## src/cadp_pkg.sv

```systemverilog
`default_nettype none
package cadp_pkg;

  localparam int unsigned QueueDepth = 4;
  localparam int unsigned QueueAw    = $clog2(QueueDepth);
  localparam int unsigned QueueCw    = $clog2(QueueDepth + 1);

  localparam logic [7:0] TagReset  = 8'h87;
  localparam logic [7:0] MinLength = 8'd3;
  localparam logic [7:0] CountMask = 8'h3f;
  localparam logic [7:0] ValueMask = 8'h0f;

  typedef enum logic [2:0] {
    PH_IDLE    = 3'd0,
    PH_LEN     = 3'd1,
    PH_COUNT   = 3'd2,
    PH_REGION  = 3'd3,
    PH_DIMCNT  = 3'd4,
    PH_DIMID   = 3'd5,
    PH_DIMVAL  = 3'd6,
    PH_DESCLEN = 3'd7
  } phase_t;

  typedef enum logic [1:0] {
    KIND_RATING     = 2'd0,
    KIND_REGION_END = 2'd1,
    KIND_EMPTY_DONE = 2'd2,
    KIND_ERROR      = 2'd3
  } kind_t;

  typedef enum logic [1:0] {
    ERR_NONE      = 2'd0,
    ERR_TAG       = 2'd1,
    ERR_LENGTH    = 2'd2,
    ERR_TRUNCATED = 2'd3
  } err_t;

  typedef struct packed {
    kind_t      kind;
    logic [7:0] region_id;
    logic [7:0] dimension_id;
    logic [3:0] rating_value;
    logic [7:0] description_length;
    err_t       err;
    logic       last;
  } rec_t;

  function automatic rec_t make_rec(kind_t kind, logic [7:0] rid, logic [7:0] did,
                                    logic [3:0] val, logic [7:0] dlen, err_t err,
                                    logic last);
    rec_t r;
    r.kind               = kind;
    r.region_id          = rid;
    r.dimension_id       = did;
    r.rating_value       = val;
    r.description_length = dlen;
    r.err                = err;
    r.last               = last;
    return r;
  endfunction

endpackage
`default_nettype wire

```

## src/content_advisory_descriptor_parser_top.sv

```systemverilog
// Content advisory descriptor parser.
// The input channel takes one descriptor byte per item; in_start_of_descriptor
// marks the tag byte. The parser state is updated in the cycle the byte is
// accepted, and the zero, one or two result items the byte causes are written
// into a four-entry result queue that drives the output channel.
// A result item is registered into the queue when its byte is accepted. The block
// takes one byte per cycle as long as the receiver keeps up; a byte that produces
// two results (a region end or rating followed by a truncation error) writes both
// into the queue at once, and the queue absorbs the second.
// in_ready is high while the queue has room for two results, so a stalled
// receiver throttles the input once three or more results are queued.
// The configuration channel writes the expected tag and is always ready; the user
// must write it only while the block is idle, which the block itself does not enforce.
// Synchronous reset empties the queue, sets the parser idle and restores the
// expected tag to 0x87.
`default_nettype none
module content_advisory_descriptor_parser_top (
  input  wire logic       clk,
  input  wire logic       rst_n,
  input  wire logic       cfg_valid,
  output logic            cfg_ready,
  input  wire logic [7:0] cfg_expected_tag,
  input  wire logic       in_valid,
  output logic            in_ready,
  input  wire logic [7:0] in_data_byte,
  input  wire logic       in_start_of_descriptor,
  output logic            out_valid,
  input  wire logic       out_ready,
  output logic [1:0]      out_record_kind,
  output logic [7:0]      out_region_id,
  output logic [7:0]      out_dimension_id,
  output logic [3:0]      out_rating_value,
  output logic [7:0]      out_description_length,
  output logic [1:0]      out_error_code,
  output logic            out_last_of_descriptor
);

  logic [7:0]        tag_r;
  cadp_pkg::phase_t  phase_r, phase_nxt;
  logic [7:0]        pay_left_r, pay_left_nxt;
  logic [5:0]        reg_left_r, reg_left_nxt;
  logic [7:0]        cur_reg_r, cur_reg_nxt;
  logic [7:0]        dim_left_r, dim_left_nxt;
  logic [7:0]        cur_dim_r, cur_dim_nxt;
  logic [7:0]        desc_left_r, desc_left_nxt;

  cadp_pkg::rec_t    q_mem_r [cadp_pkg::QueueDepth];
  logic [cadp_pkg::QueueAw-1:0] wr_ptr_r, rd_ptr_r;
  logic [cadp_pkg::QueueCw-1:0] count_r;

  logic              accept, pop;
  logic              p_vld, trunc;
  cadp_pkg::rec_t    p_rec, res0, res1;
  logic              res0_vld, res1_vld;
  logic [7:0]        pay_dec, dim_dec, desc_dec;
  logic [5:0]        reg_dec;
  logic [cadp_pkg::QueueCw-1:0] push_n;

  assign cfg_ready = 1'b1;
  assign accept    = in_valid && in_ready;
  assign pop       = out_valid && out_ready;
  assign in_ready  = count_r <= cadp_pkg::QueueCw'(cadp_pkg::QueueDepth - 2);
  assign out_valid = count_r != '0;

  assign pay_dec  = pay_left_r - 8'd1;
  assign reg_dec  = reg_left_r - 6'd1;
  assign dim_dec  = dim_left_r - 8'd1;
  assign desc_dec = desc_left_r - 8'd1;

  always_comb begin
    phase_nxt     = phase_r;
    pay_left_nxt  = pay_left_r;
    reg_left_nxt  = reg_left_r;
    cur_reg_nxt   = cur_reg_r;
    dim_left_nxt  = dim_left_r;
    cur_dim_nxt   = cur_dim_r;
    desc_left_nxt = desc_left_r;
    p_vld         = 1'b0;
    p_rec         = cadp_pkg::make_rec(cadp_pkg::KIND_RATING, 8'd0, 8'd0, 4'd0, 8'd0,
                                       cadp_pkg::ERR_NONE, 1'b0);
    trunc         = 1'b0;
    if (in_start_of_descriptor) begin
      pay_left_nxt  = 8'd0;
      reg_left_nxt  = 6'd0;
      dim_left_nxt  = 8'd0;
      desc_left_nxt = 8'd0;
      if (in_data_byte != tag_r) begin
        p_vld     = 1'b1;
        p_rec     = cadp_pkg::make_rec(cadp_pkg::KIND_ERROR, 8'd0, 8'd0, 4'd0, 8'd0,
                                       cadp_pkg::ERR_TAG, 1'b1);
        phase_nxt = cadp_pkg::PH_IDLE;
      end else begin
        phase_nxt = cadp_pkg::PH_LEN;
      end
    end else begin
      case (phase_r)
        cadp_pkg::PH_IDLE: begin
        end
        cadp_pkg::PH_LEN: begin
          if (in_data_byte < cadp_pkg::MinLength) begin
            p_vld     = 1'b1;
            p_rec     = cadp_pkg::make_rec(cadp_pkg::KIND_ERROR, 8'd0, 8'd0, 4'd0, 8'd0,
                                           cadp_pkg::ERR_LENGTH, 1'b1);
            phase_nxt = cadp_pkg::PH_IDLE;
          end else begin
            pay_left_nxt = in_data_byte;
            phase_nxt    = cadp_pkg::PH_COUNT;
          end
        end
        default: begin
          pay_left_nxt = pay_dec;
          case (phase_r)
            cadp_pkg::PH_COUNT: begin
              reg_left_nxt = 6'(in_data_byte & cadp_pkg::CountMask);
              if ((in_data_byte & cadp_pkg::CountMask) == 8'd0) begin
                p_vld     = 1'b1;
                p_rec     = cadp_pkg::make_rec(cadp_pkg::KIND_EMPTY_DONE, 8'd0, 8'd0,
                                               4'd0, 8'd0, cadp_pkg::ERR_NONE, 1'b1);
                phase_nxt = cadp_pkg::PH_IDLE;
              end else begin
                phase_nxt = cadp_pkg::PH_REGION;
              end
            end
            cadp_pkg::PH_REGION: begin
              if (desc_left_r != 8'd0) begin
                desc_left_nxt = desc_dec;
                if (desc_dec == 8'd0 && reg_left_r == 6'd0) begin
                  phase_nxt = cadp_pkg::PH_IDLE;
                end
              end else if (reg_left_r == 6'd0) begin
                phase_nxt = cadp_pkg::PH_IDLE;
              end else begin
                cur_reg_nxt = in_data_byte;
                phase_nxt   = cadp_pkg::PH_DIMCNT;
              end
            end
            cadp_pkg::PH_DIMCNT: begin
              dim_left_nxt = in_data_byte;
              phase_nxt    = (in_data_byte == 8'd0) ? cadp_pkg::PH_DESCLEN
                                                    : cadp_pkg::PH_DIMID;
            end
            cadp_pkg::PH_DIMID: begin
              cur_dim_nxt = in_data_byte;
              phase_nxt   = cadp_pkg::PH_DIMVAL;
            end
            cadp_pkg::PH_DIMVAL: begin
              p_vld        = 1'b1;
              p_rec        = cadp_pkg::make_rec(cadp_pkg::KIND_RATING, cur_reg_r, cur_dim_r,
                                                4'(in_data_byte & cadp_pkg::ValueMask),
                                                8'd0, cadp_pkg::ERR_NONE, 1'b0);
              dim_left_nxt = dim_dec;
              phase_nxt    = (dim_dec == 8'd0) ? cadp_pkg::PH_DESCLEN : cadp_pkg::PH_DIMID;
            end
            default: begin
              reg_left_nxt = reg_dec;
              p_vld        = 1'b1;
              if (reg_dec == 6'd0 && in_data_byte <= pay_dec) begin
                p_rec     = cadp_pkg::make_rec(cadp_pkg::KIND_REGION_END, cur_reg_r, 8'd0,
                                               4'd0, in_data_byte, cadp_pkg::ERR_NONE, 1'b1);
                phase_nxt = cadp_pkg::PH_IDLE;
              end else begin
                p_rec         = cadp_pkg::make_rec(cadp_pkg::KIND_REGION_END, cur_reg_r,
                                                   8'd0, 4'd0, in_data_byte,
                                                   cadp_pkg::ERR_NONE, 1'b0);
                desc_left_nxt = in_data_byte;
                phase_nxt     = cadp_pkg::PH_REGION;
              end
            end
          endcase
          if (pay_dec == 8'd0 && phase_nxt != cadp_pkg::PH_IDLE) begin
            trunc     = 1'b1;
            phase_nxt = cadp_pkg::PH_IDLE;
          end
        end
      endcase
    end
  end

  always_comb begin
    res1     = cadp_pkg::make_rec(cadp_pkg::KIND_ERROR, 8'd0, 8'd0, 4'd0, 8'd0,
                                  cadp_pkg::ERR_TRUNCATED, 1'b1);
    res0     = p_vld ? p_rec : res1;
    res0_vld = accept && (p_vld || trunc);
    res1_vld = accept && p_vld && trunc;
    push_n   = cadp_pkg::QueueCw'(res0_vld) + cadp_pkg::QueueCw'(res1_vld);
  end

  always_ff @(posedge clk) begin
    if (!rst_n) begin
      tag_r       <= cadp_pkg::TagReset;
      phase_r     <= cadp_pkg::PH_IDLE;
      pay_left_r  <= 8'd0;
      reg_left_r  <= 6'd0;
      cur_reg_r   <= 8'd0;
      dim_left_r  <= 8'd0;
      cur_dim_r   <= 8'd0;
      desc_left_r <= 8'd0;
      wr_ptr_r    <= '0;
      rd_ptr_r    <= '0;
      count_r     <= '0;
    end else begin
      if (cfg_valid && cfg_ready) begin
        tag_r <= cfg_expected_tag;
      end
      if (accept) begin
        phase_r     <= phase_nxt;
        pay_left_r  <= pay_left_nxt;
        reg_left_r  <= reg_left_nxt;
        cur_reg_r   <= cur_reg_nxt;
        dim_left_r  <= dim_left_nxt;
        cur_dim_r   <= cur_dim_nxt;
        desc_left_r <= desc_left_nxt;
      end
      wr_ptr_r <= wr_ptr_r + cadp_pkg::QueueAw'(push_n);
      if (pop) begin
        rd_ptr_r <= rd_ptr_r + cadp_pkg::QueueAw'(1);
      end
      count_r <= count_r + push_n - cadp_pkg::QueueCw'(pop);
    end
  end

  always_ff @(posedge clk) begin
    if (res0_vld) begin
      q_mem_r[wr_ptr_r] <= res0;
    end
    if (res1_vld) begin
      q_mem_r[wr_ptr_r + cadp_pkg::QueueAw'(1)] <= res1;
    end
  end

  assign out_record_kind        = q_mem_r[rd_ptr_r].kind;
  assign out_region_id          = q_mem_r[rd_ptr_r].region_id;
  assign out_dimension_id       = q_mem_r[rd_ptr_r].dimension_id;
  assign out_rating_value       = q_mem_r[rd_ptr_r].rating_value;
  assign out_description_length = q_mem_r[rd_ptr_r].description_length;
  assign out_error_code         = q_mem_r[rd_ptr_r].err;
  assign out_last_of_descriptor = q_mem_r[rd_ptr_r].last;

endmodule
`default_nettype wire

```

## config.mk

```make
export PLATFORM = sky130hd
export DESIGN_NAME = content_advisory_descriptor_parser_top
export DESIGN_NICKNAME = d
export VERILOG_FILES = /design/src/cadp_pkg.sv /design/src/content_advisory_descriptor_parser_top.sv
export SDC_FILE = /design/constraint.sdc
export NUM_CORES = 1
export LEC_CHECK = 0
export BUFFER_PORTS_ARGS = -buffer_cell sky130_fd_sc_hd__buf_2
export CORE_ASPECT_RATIO = 0.75
export CORE_MARGIN = 10
export CORE_UTILIZATION = 30
export DETAILED_ROUTE_END_ITERATION = 6
export PLACE_DENSITY_LB_ADDON = 0.15
export SLEW_MARGIN = 5
export SYNTH_ARGS = -nofsm -noshare
export SYNTH_HDL_FRONTEND = slang
export SYNTH_SLANG_ARGS = --single-unit
```

## constraint.sdc

```tcl
create_clock -name clk -period 4.7 [get_ports clk]
set_input_delay 0.47 -clock clk [delete_from_list [all_inputs] [get_ports clk]]
set_output_delay 0.47 -clock clk [all_outputs]
set_load 0.02 [all_outputs]
```

==> flow_metrics.py, run 1 <==
metrics = {
    "status": {
        "status": "complete, no violations",
    },
    "synthesis": {
        "yosys_warnings": 0,
        "synth_seq_cells": 198,
        "syn_inst": 1076,
        "syn-cell-area_um2": 10200,
        "synthDistinctLibCells": 70,
        "synth_nets": 1120,
        "synth_ff_type": "dfxtp_1",
        "yosysTopAreaCellShare_pct": 38.7,
        "ys_top_cells_by_area": "dfxtp_1 (39%), mux4_2 (7.3%), mux2i_1 (4.0%)",
        "yosysTopAreaCell": "dfxtp_1",
        "synth.avg_cell_area_um2": 9.52,
        "synth_edf_count": 0,
        "seq_area_frac_synth_pct": 38.7,
        "async_flop_share_pct": 0,
    },
    "cts": {
        "cts_tree": "built",
        "h-tree-depth": 4,
        "numCtsBuffers": 17,
        "cts_hold_buf": 0,
        "cts_root_buffer": "clkbuf_16",
        "path_clk_slew_ns": 0.08,
        "cts_buffer_depth": 2,
        "clock-sinks": 198,
        "clock_latency_ns": 0.46,
    },
    "timing": {
        "fin_crit_ns": 4.50,
        "slew_violations": 0,
        "slew_headroom_pct": 37.6,
        "setup-tns-final_ns": 0,
        "hold_violations": 0,
        "tightest_slew_ns": 0.936,
        "fin_crit_sh_pct": 95.8,
        "max_clock_freq_mhz": 222,
        "clock-skew-final_ns": 0.0171,
        "report.final.setup_viol": 0,
    },
    "placement": {
        "portBuffers": 56,
        "placed_area_um2": 10900,
        "dp_hpwl_mm": 20.3,
        "placed_cells": 1516,
        "gp_congestion": 0.827,
    },
    "setup_path": {
        "crit_buf_inv": 3,
        "end_kind": "flop",
        "cp-start-kind": "flop",
        "critPathMaxFanout": 6,
        "cp_slowest_cell": "or4_4",
        "slowest_delay_ns": 0.52,
        "worstPathArrival_ns": 4.85,
        "crit_family": "simple AND/OR/NAND/NOR gates",
        "ff2ff_setup_slack_ns": 0.20,
        "worstSetupPathType": "flop to flop",
        "cp_cell_sequence": "or4_4, or4_4, xor2_2, ha_1, o21ai_0, nor2_1, o31ai_1, o211a_1, a311o_2, and2_4, inv_1, ha_1, inv_1, ha_1, inv_1, ha_1, fa_2, and2_1",
        "critical_path_required_ns": 5.04,
        "crit_top_cell": "ha_1",
    },
    "drt": {
        "vias": 8167,
        "routedWlPerCell_um": 20.3,
        "first_pass_iters": 5,
        "drt_iter0_markers": 665,
        "drcViolationCount": 0,
        "antenna_left": 0,
        "drt-vias-per-instance": 5.27,
        "totalWireLength_mm": 31.5,
    },
    "floorplan": {
        "dieWidth_um": 233,
        "core_um2": 33600,
        "die-area_um2": 42000,
        "num_rows": 58,
        "die_y_um": 180,
        "pin_count": 58,
        "start_util_pct": 30.5,
    },
    "cells_and_area": {
        "fin_util_pct": 34.3,
        "fill_cells": 3470,
        "post-route-cell-area_um2": 11500,
        "fin_cells": 1551,
        "diodes": 0,
        "fin_nets": 1132,
        "drive_above_1_share_pct": 17.1,
        "syn_to_final_growth_pct": 12.7,
    },
    "global_route": {
        "antenna_found_initial": 0,
        "grt_usage_pct": 15.0,
        "grt_overflow": 0,
        "first_global_vias": 7933,
        "grt_start_max_net_pins": 66,
        "grt_pass1_wl_mm": 49.5,
    },
    "job": {
        "cap_violations": 0,
    },
    "power": {
        "ir_worst_vdd_mv": 0.212,
        "powerDensity_nw_per_um2": 383,
        "p_leak_nw": 4.87,
    },
    "min_path": {
        "hp-class": "input port to flop",
    },
}
==> through the flow <==
stage / power (mW) / setup slack, ns / hold WS [ns]
global route: 4.66 / -0.00609 / 0.229
floorplan: 2.59 / 0.275 / 0.421
global placement: 2.92 / 0.180 / 0.432
detailed placement: 2.92 / 0.111 / 0.440
CTS: 4.45 / 0.0667 / 0.206
finish: 4.42 / 0.197 / 0.226
==> final timing paths <==
path / startpoint / cells after the start / endpoint
hold / removal: cfg_expected_tag[0] / 3 / tag_r[0]
setup reg to reg: pay_left_r[2] / 18 / count_r[1]
setup / recovery: pay_left_r[2] / 18 / count_r[1]
hold reg to reg: q_mem_r[0][31] / 2 / q_mem_r[0][31]
==> per-layer routing <==
metal	global-route usage, %	wire [um]
met3	2.97	1250
met5	0	0
met1	22.1	16700
met4	3.03	227
met2	22.0	13300
==> cell usage in the layout (no fill, tap or decap), types with 29 or more instances in the layout <==
cell	netlist	layout
a211o_1	35	35
a21oi_1	30	29
a22o_1	40	40
and3_1	41	41
buf_2	10	56
buf_4	2	33
dfxtp_1	198	194
inv_1	38	38
mux2i_1	41	41
mux4_2	33	33
nand2_1	60	59
nor2_1	70	70
nor2b_1	42	42
nor3_1	47	47
o21ai_0	32	32
==> layout make-up <==
class	instances	area [um^2]	share of cell area [%]
clock buffers	20	457	3.96
clock inverters	12	143	1.24
inverters	38	143	1.24
multi-input cells	744	5740	49.7
flip-flops and latches	198	3970	34.4
well taps	450	563	4.88
repair buffers	89	528	4.58
==> cells by family (layout without fill, tap and decap cells) <==
logic type | after synthesis | in the layout | share of synthesized area [%]
AOI/OAI and AO/OA | 271 | 271 | 20.9
xor gates and xnor gates | 27 | 27 | 2.31
adders and majority gates | 22 | 22 | 2.76
buffers and inverters | 134 | 159 | 5.69
DFF | 198 | 198 | 38.7
muxes | 74 | 74 | 11.3
other | 1 | 1 | 0.0366
and+or+nand+nor | 349 | 349 | 18.4
==> cells in the mapped netlist (7+ instances only) <==
master and n:
xnor2_1 20, nor2b_1 42, nor2_1 70, mux4_2 33, mux2i_1 41, o2bb2ai_1 19
inv_1 38, a2bb2o_1 21, a22oi_1 18, buf_2 10, or3_1 12, a21boi_0 13
and2_1 23, nor3_1 47, and3_1 41, ha_1 21, dfxtp_1 198, buf_6 8
a32o_1 19, clkbuf_1 71, a211o_1 35, a22o_1 40, nand2b_1 9, a21oi_1 30
a211oi_1 13, or2_2 7, o21ai_0 32, xor2_1 7, nand2_1 60
==> registers in the layout, summed over array words and instances (netlist names), named ones only <==
| signal | cells |
|---|---|
| q_mem_r | 132 |
| tag_r | 8 |
| count_r | 3 |
| rd_ptr_r | 2 |
| cur_reg_r | 8 |
| phase_r | 3 |
| cur_dim_r | 8 |
| pay_left_r | 8 |
| wr_ptr_r | 2 |
| reg_left_r | 6 |
| desc_left_r | 8 |
| dim_left_r | 8 |
==> repair_timing <==
item,in CTS,in global routing
gates resized for setup,0,7
endpoints found under the hold margin,0,0
endpoints found under the setup margin,0,30
setup buffers,0,3
==> report_power, final <==
part	internal (mW)	switching, mW
Clock	0.825	0.702
Combinational	0.397	0.598
Sequential	1.76	0.137
Total	2.98	1.44
==> worst register-to-register path: cells and delay by family (launching register included) <==
| family | cells | cell delay [ns] |
|---|---|---|
| buffers and inverters | 3 | 0.20 |
| AO/OA/AOI/OAI | 4 | 0.88 |
| flip-flops | 1 | 0.36 |
| AND/OR/NAND/NOR | 5 | 1.48 |
| XOR/XNOR | 1 | 0.17 |
| adder cells (fa/ha/maj) | 5 | 1.33 |
Power figures use the tool's default switching activity.
==> run 2: changes to the inputs <==
Settings changed: CORE_UTILIZATION 30 to 55.
==> flow_metrics.py, run 2 (synthesis results as in run 1) <==
metrics = {
    "cells_and_area": {
        "fill_cells": 1628,
        "final_cell_mix": "dfxtp_1 (194), nor2_1 (70), nand2_1 (60), buf_2 (56), nor3_1 (47)",
        "syn_to_final_growth_pct": 10.3,
        "drive_above_1_share_pct": 16.9,
        "diodes": 0,
        "multi_input_area_um2": 5750,
        "fin_nets": 1129,
        "mostFrequentLayoutCell": "dfxtp_1",
        "largest-register": "q_mem_r",
        "largest_reg_flops": 132,
        "post-route-cell-area_um2": 11300,
        "seq_area_um2": 3970,
    },
    "cts": {
        "clock-sinks": 198,
        "numCtsBuffers": 17,
        "cts_root_buffer": "clkbuf_16",
        "cts_buffer_depth": 2,
        "cts_hold_buf": 0,
        "clock_latency_ns": 0.44,
        "h-tree-depth": 4,
        "cts_tree": "built",
        "path_clk_slew_ns": 0.07,
    },
    "min_path": {
        "hp-class": "input port to flop",
        "whs_path_depth": 3,
    },
    "placement": {
        "placed_area_um2": 10600,
        "portBuffers": 56,
        "dp_hpwl_mm": 17.4,
        "gp_congestion": 0.878,
    },
    "floorplan": {
        "die-area_um2": 24500,
        "die_y_um": 138,
        "start_util_pct": 55.7,
        "pin_count": 58,
        "core_um2": 18400,
        "num_rows": 43,
        "dieWidth_um": 178,
    },
    "drt": {
        "drcViolationCount": 0,
        "routedWlPerCell_um": 20.5,
        "first_pass_iters": 5,
        "antenna_left": 0,
        "drt-vias-per-instance": 6.19,
        "vias": 8331,
        "totalWireLength_mm": 27.6,
        "drt_iter0_markers": 884,
    },
    "setup_path": {
        "worstPathArrival_ns": 4.84,
        "end_kind": "flop",
        "reg2regPathDepth": 18,
        "cp-start-kind": "flop",
        "critical_path_required_ns": 5.03,
        "ff2ff_setup_slack_ns": 0.19,
        "critPathMaxFanout": 3,
        "worstSetupPathType": "flop to flop",
    },
    "timing": {
        "holdWs_ns": 0.252,
        "tightest_slew_ns": 1.11,
        "hold_violations": 0,
        "slew_headroom_pct": 26.2,
        "fin_crit_ns": 4.51,
        "slew_violations": 0,
        "clock-skew-final_ns": 0.0109,
        "report.final.setup_viol": 0,
        "fin_crit_sh_pct": 95.9,
        "max_clock_freq_mhz": 222,
    },
    "global_route": {
        "grt_usage_pct": 22.2,
        "first_global_vias": 7842,
        "grt_pass1_wl_mm": 44.2,
        "grt_start_max_net_pins": 105,
        "grt_overflow": 0,
        "antenna_found_initial": 0,
    },
    "job": {
        "cap_violations": 0,
    },
    "power": {
        "ir_worst_vdd_mv": 0.277,
        "powerDensity_nw_per_um2": 388,
        "p_leak_nw": 4.86,
    },
    "status": {
        "status": "complete, no violations",
    },
}
-- run 2: routing by layer --
| metal | global-route usage, % | part of all wire (%) | up-vias |
|---|---|---|---|
| met3 | 4.08 | 7.4 | 30 |
| met2 | 31.5 | 43 | 294 |
| met5 | 0 | 0 | - |
| li1 | - | - | 3972 |
| met1 | 33.6 | 49 | 4035 |
| met4 | 5.91 | 1.5 | 0 |
-- run 2: worst max-delay path: stages, from the launching register on --
cell	delay [ns]
dfxtp_1	0.32
or4_4	0.54
or4_4	0.44
xor2_2	0.17
ha_1	0.29
o21ai_0	0.08
nor2_1	0.09
nor4bb_2	0.36
o2111a_1	0.25
a22oi_1	0.11
o21a_1	0.29
ha_4	0.29
inv_1	0.04
ha_1	0.26
inv_1	0.04
ha_1	0.20
fa_2	0.34
xnor2_1	0.13
and2_1	0.15
-- run 2: timing repair --
item | 4_1_cts | 5_1_grt
resized for setup | 0 | 9
buffers inserted | 0 | 3
endpoints found under the setup margin | 0 | 2
-- run 2: cell type report --
class	count	area share, %
repair buffers	86	4.70
well taps	247	2.74
flip-flops and latches	198	35.1
clock inverters	12	1.19
clock buffers	20	4.13
multi-input cells	744	50.9
inverters	38	1.26
-- run 2: final timing paths --
check | from | end
min | cfg_expected_tag[2] | tag_r[2]
min reg2reg | q_mem_r[0][31] | q_mem_r[0][31]
max | pay_left_r[0] | count_r[2]
max reg2reg | pay_left_r[0] | count_r[2]
-- run 2: through the flow --
step / power [mW] / std cells / util, % / setup slack, ns / TNS [ns]
floorplan: 2.59 / 1076 / - / 0.275 / 0
global placement: 2.87 / 1310 / 57.8 / 0.201 / 0
detailed placement: 2.88 / 1310 / 57.8 / 0.143 / 0
CTS: 4.37 / 1342 / 61.0 / 0.0962 / 0
global route: 4.58 / 1345 / 61.4 / -0.0121 / -0.0121
finish: 4.38 / 1345 / 61.4 / 0.193 / 0
-- run 2: report_power, final --
part | internal (mW) | leakage, nW | total (mW) | switching, mW
combinational | 0.407 | 2.96 | 0.991 | 0.584
sequential | 1.76 | 1.60 | 1.90 | 0.135
clock | 0.794 | 0.295 | 1.49 | 0.697
total | 2.96 | 4.86 | 4.38 | 1.42
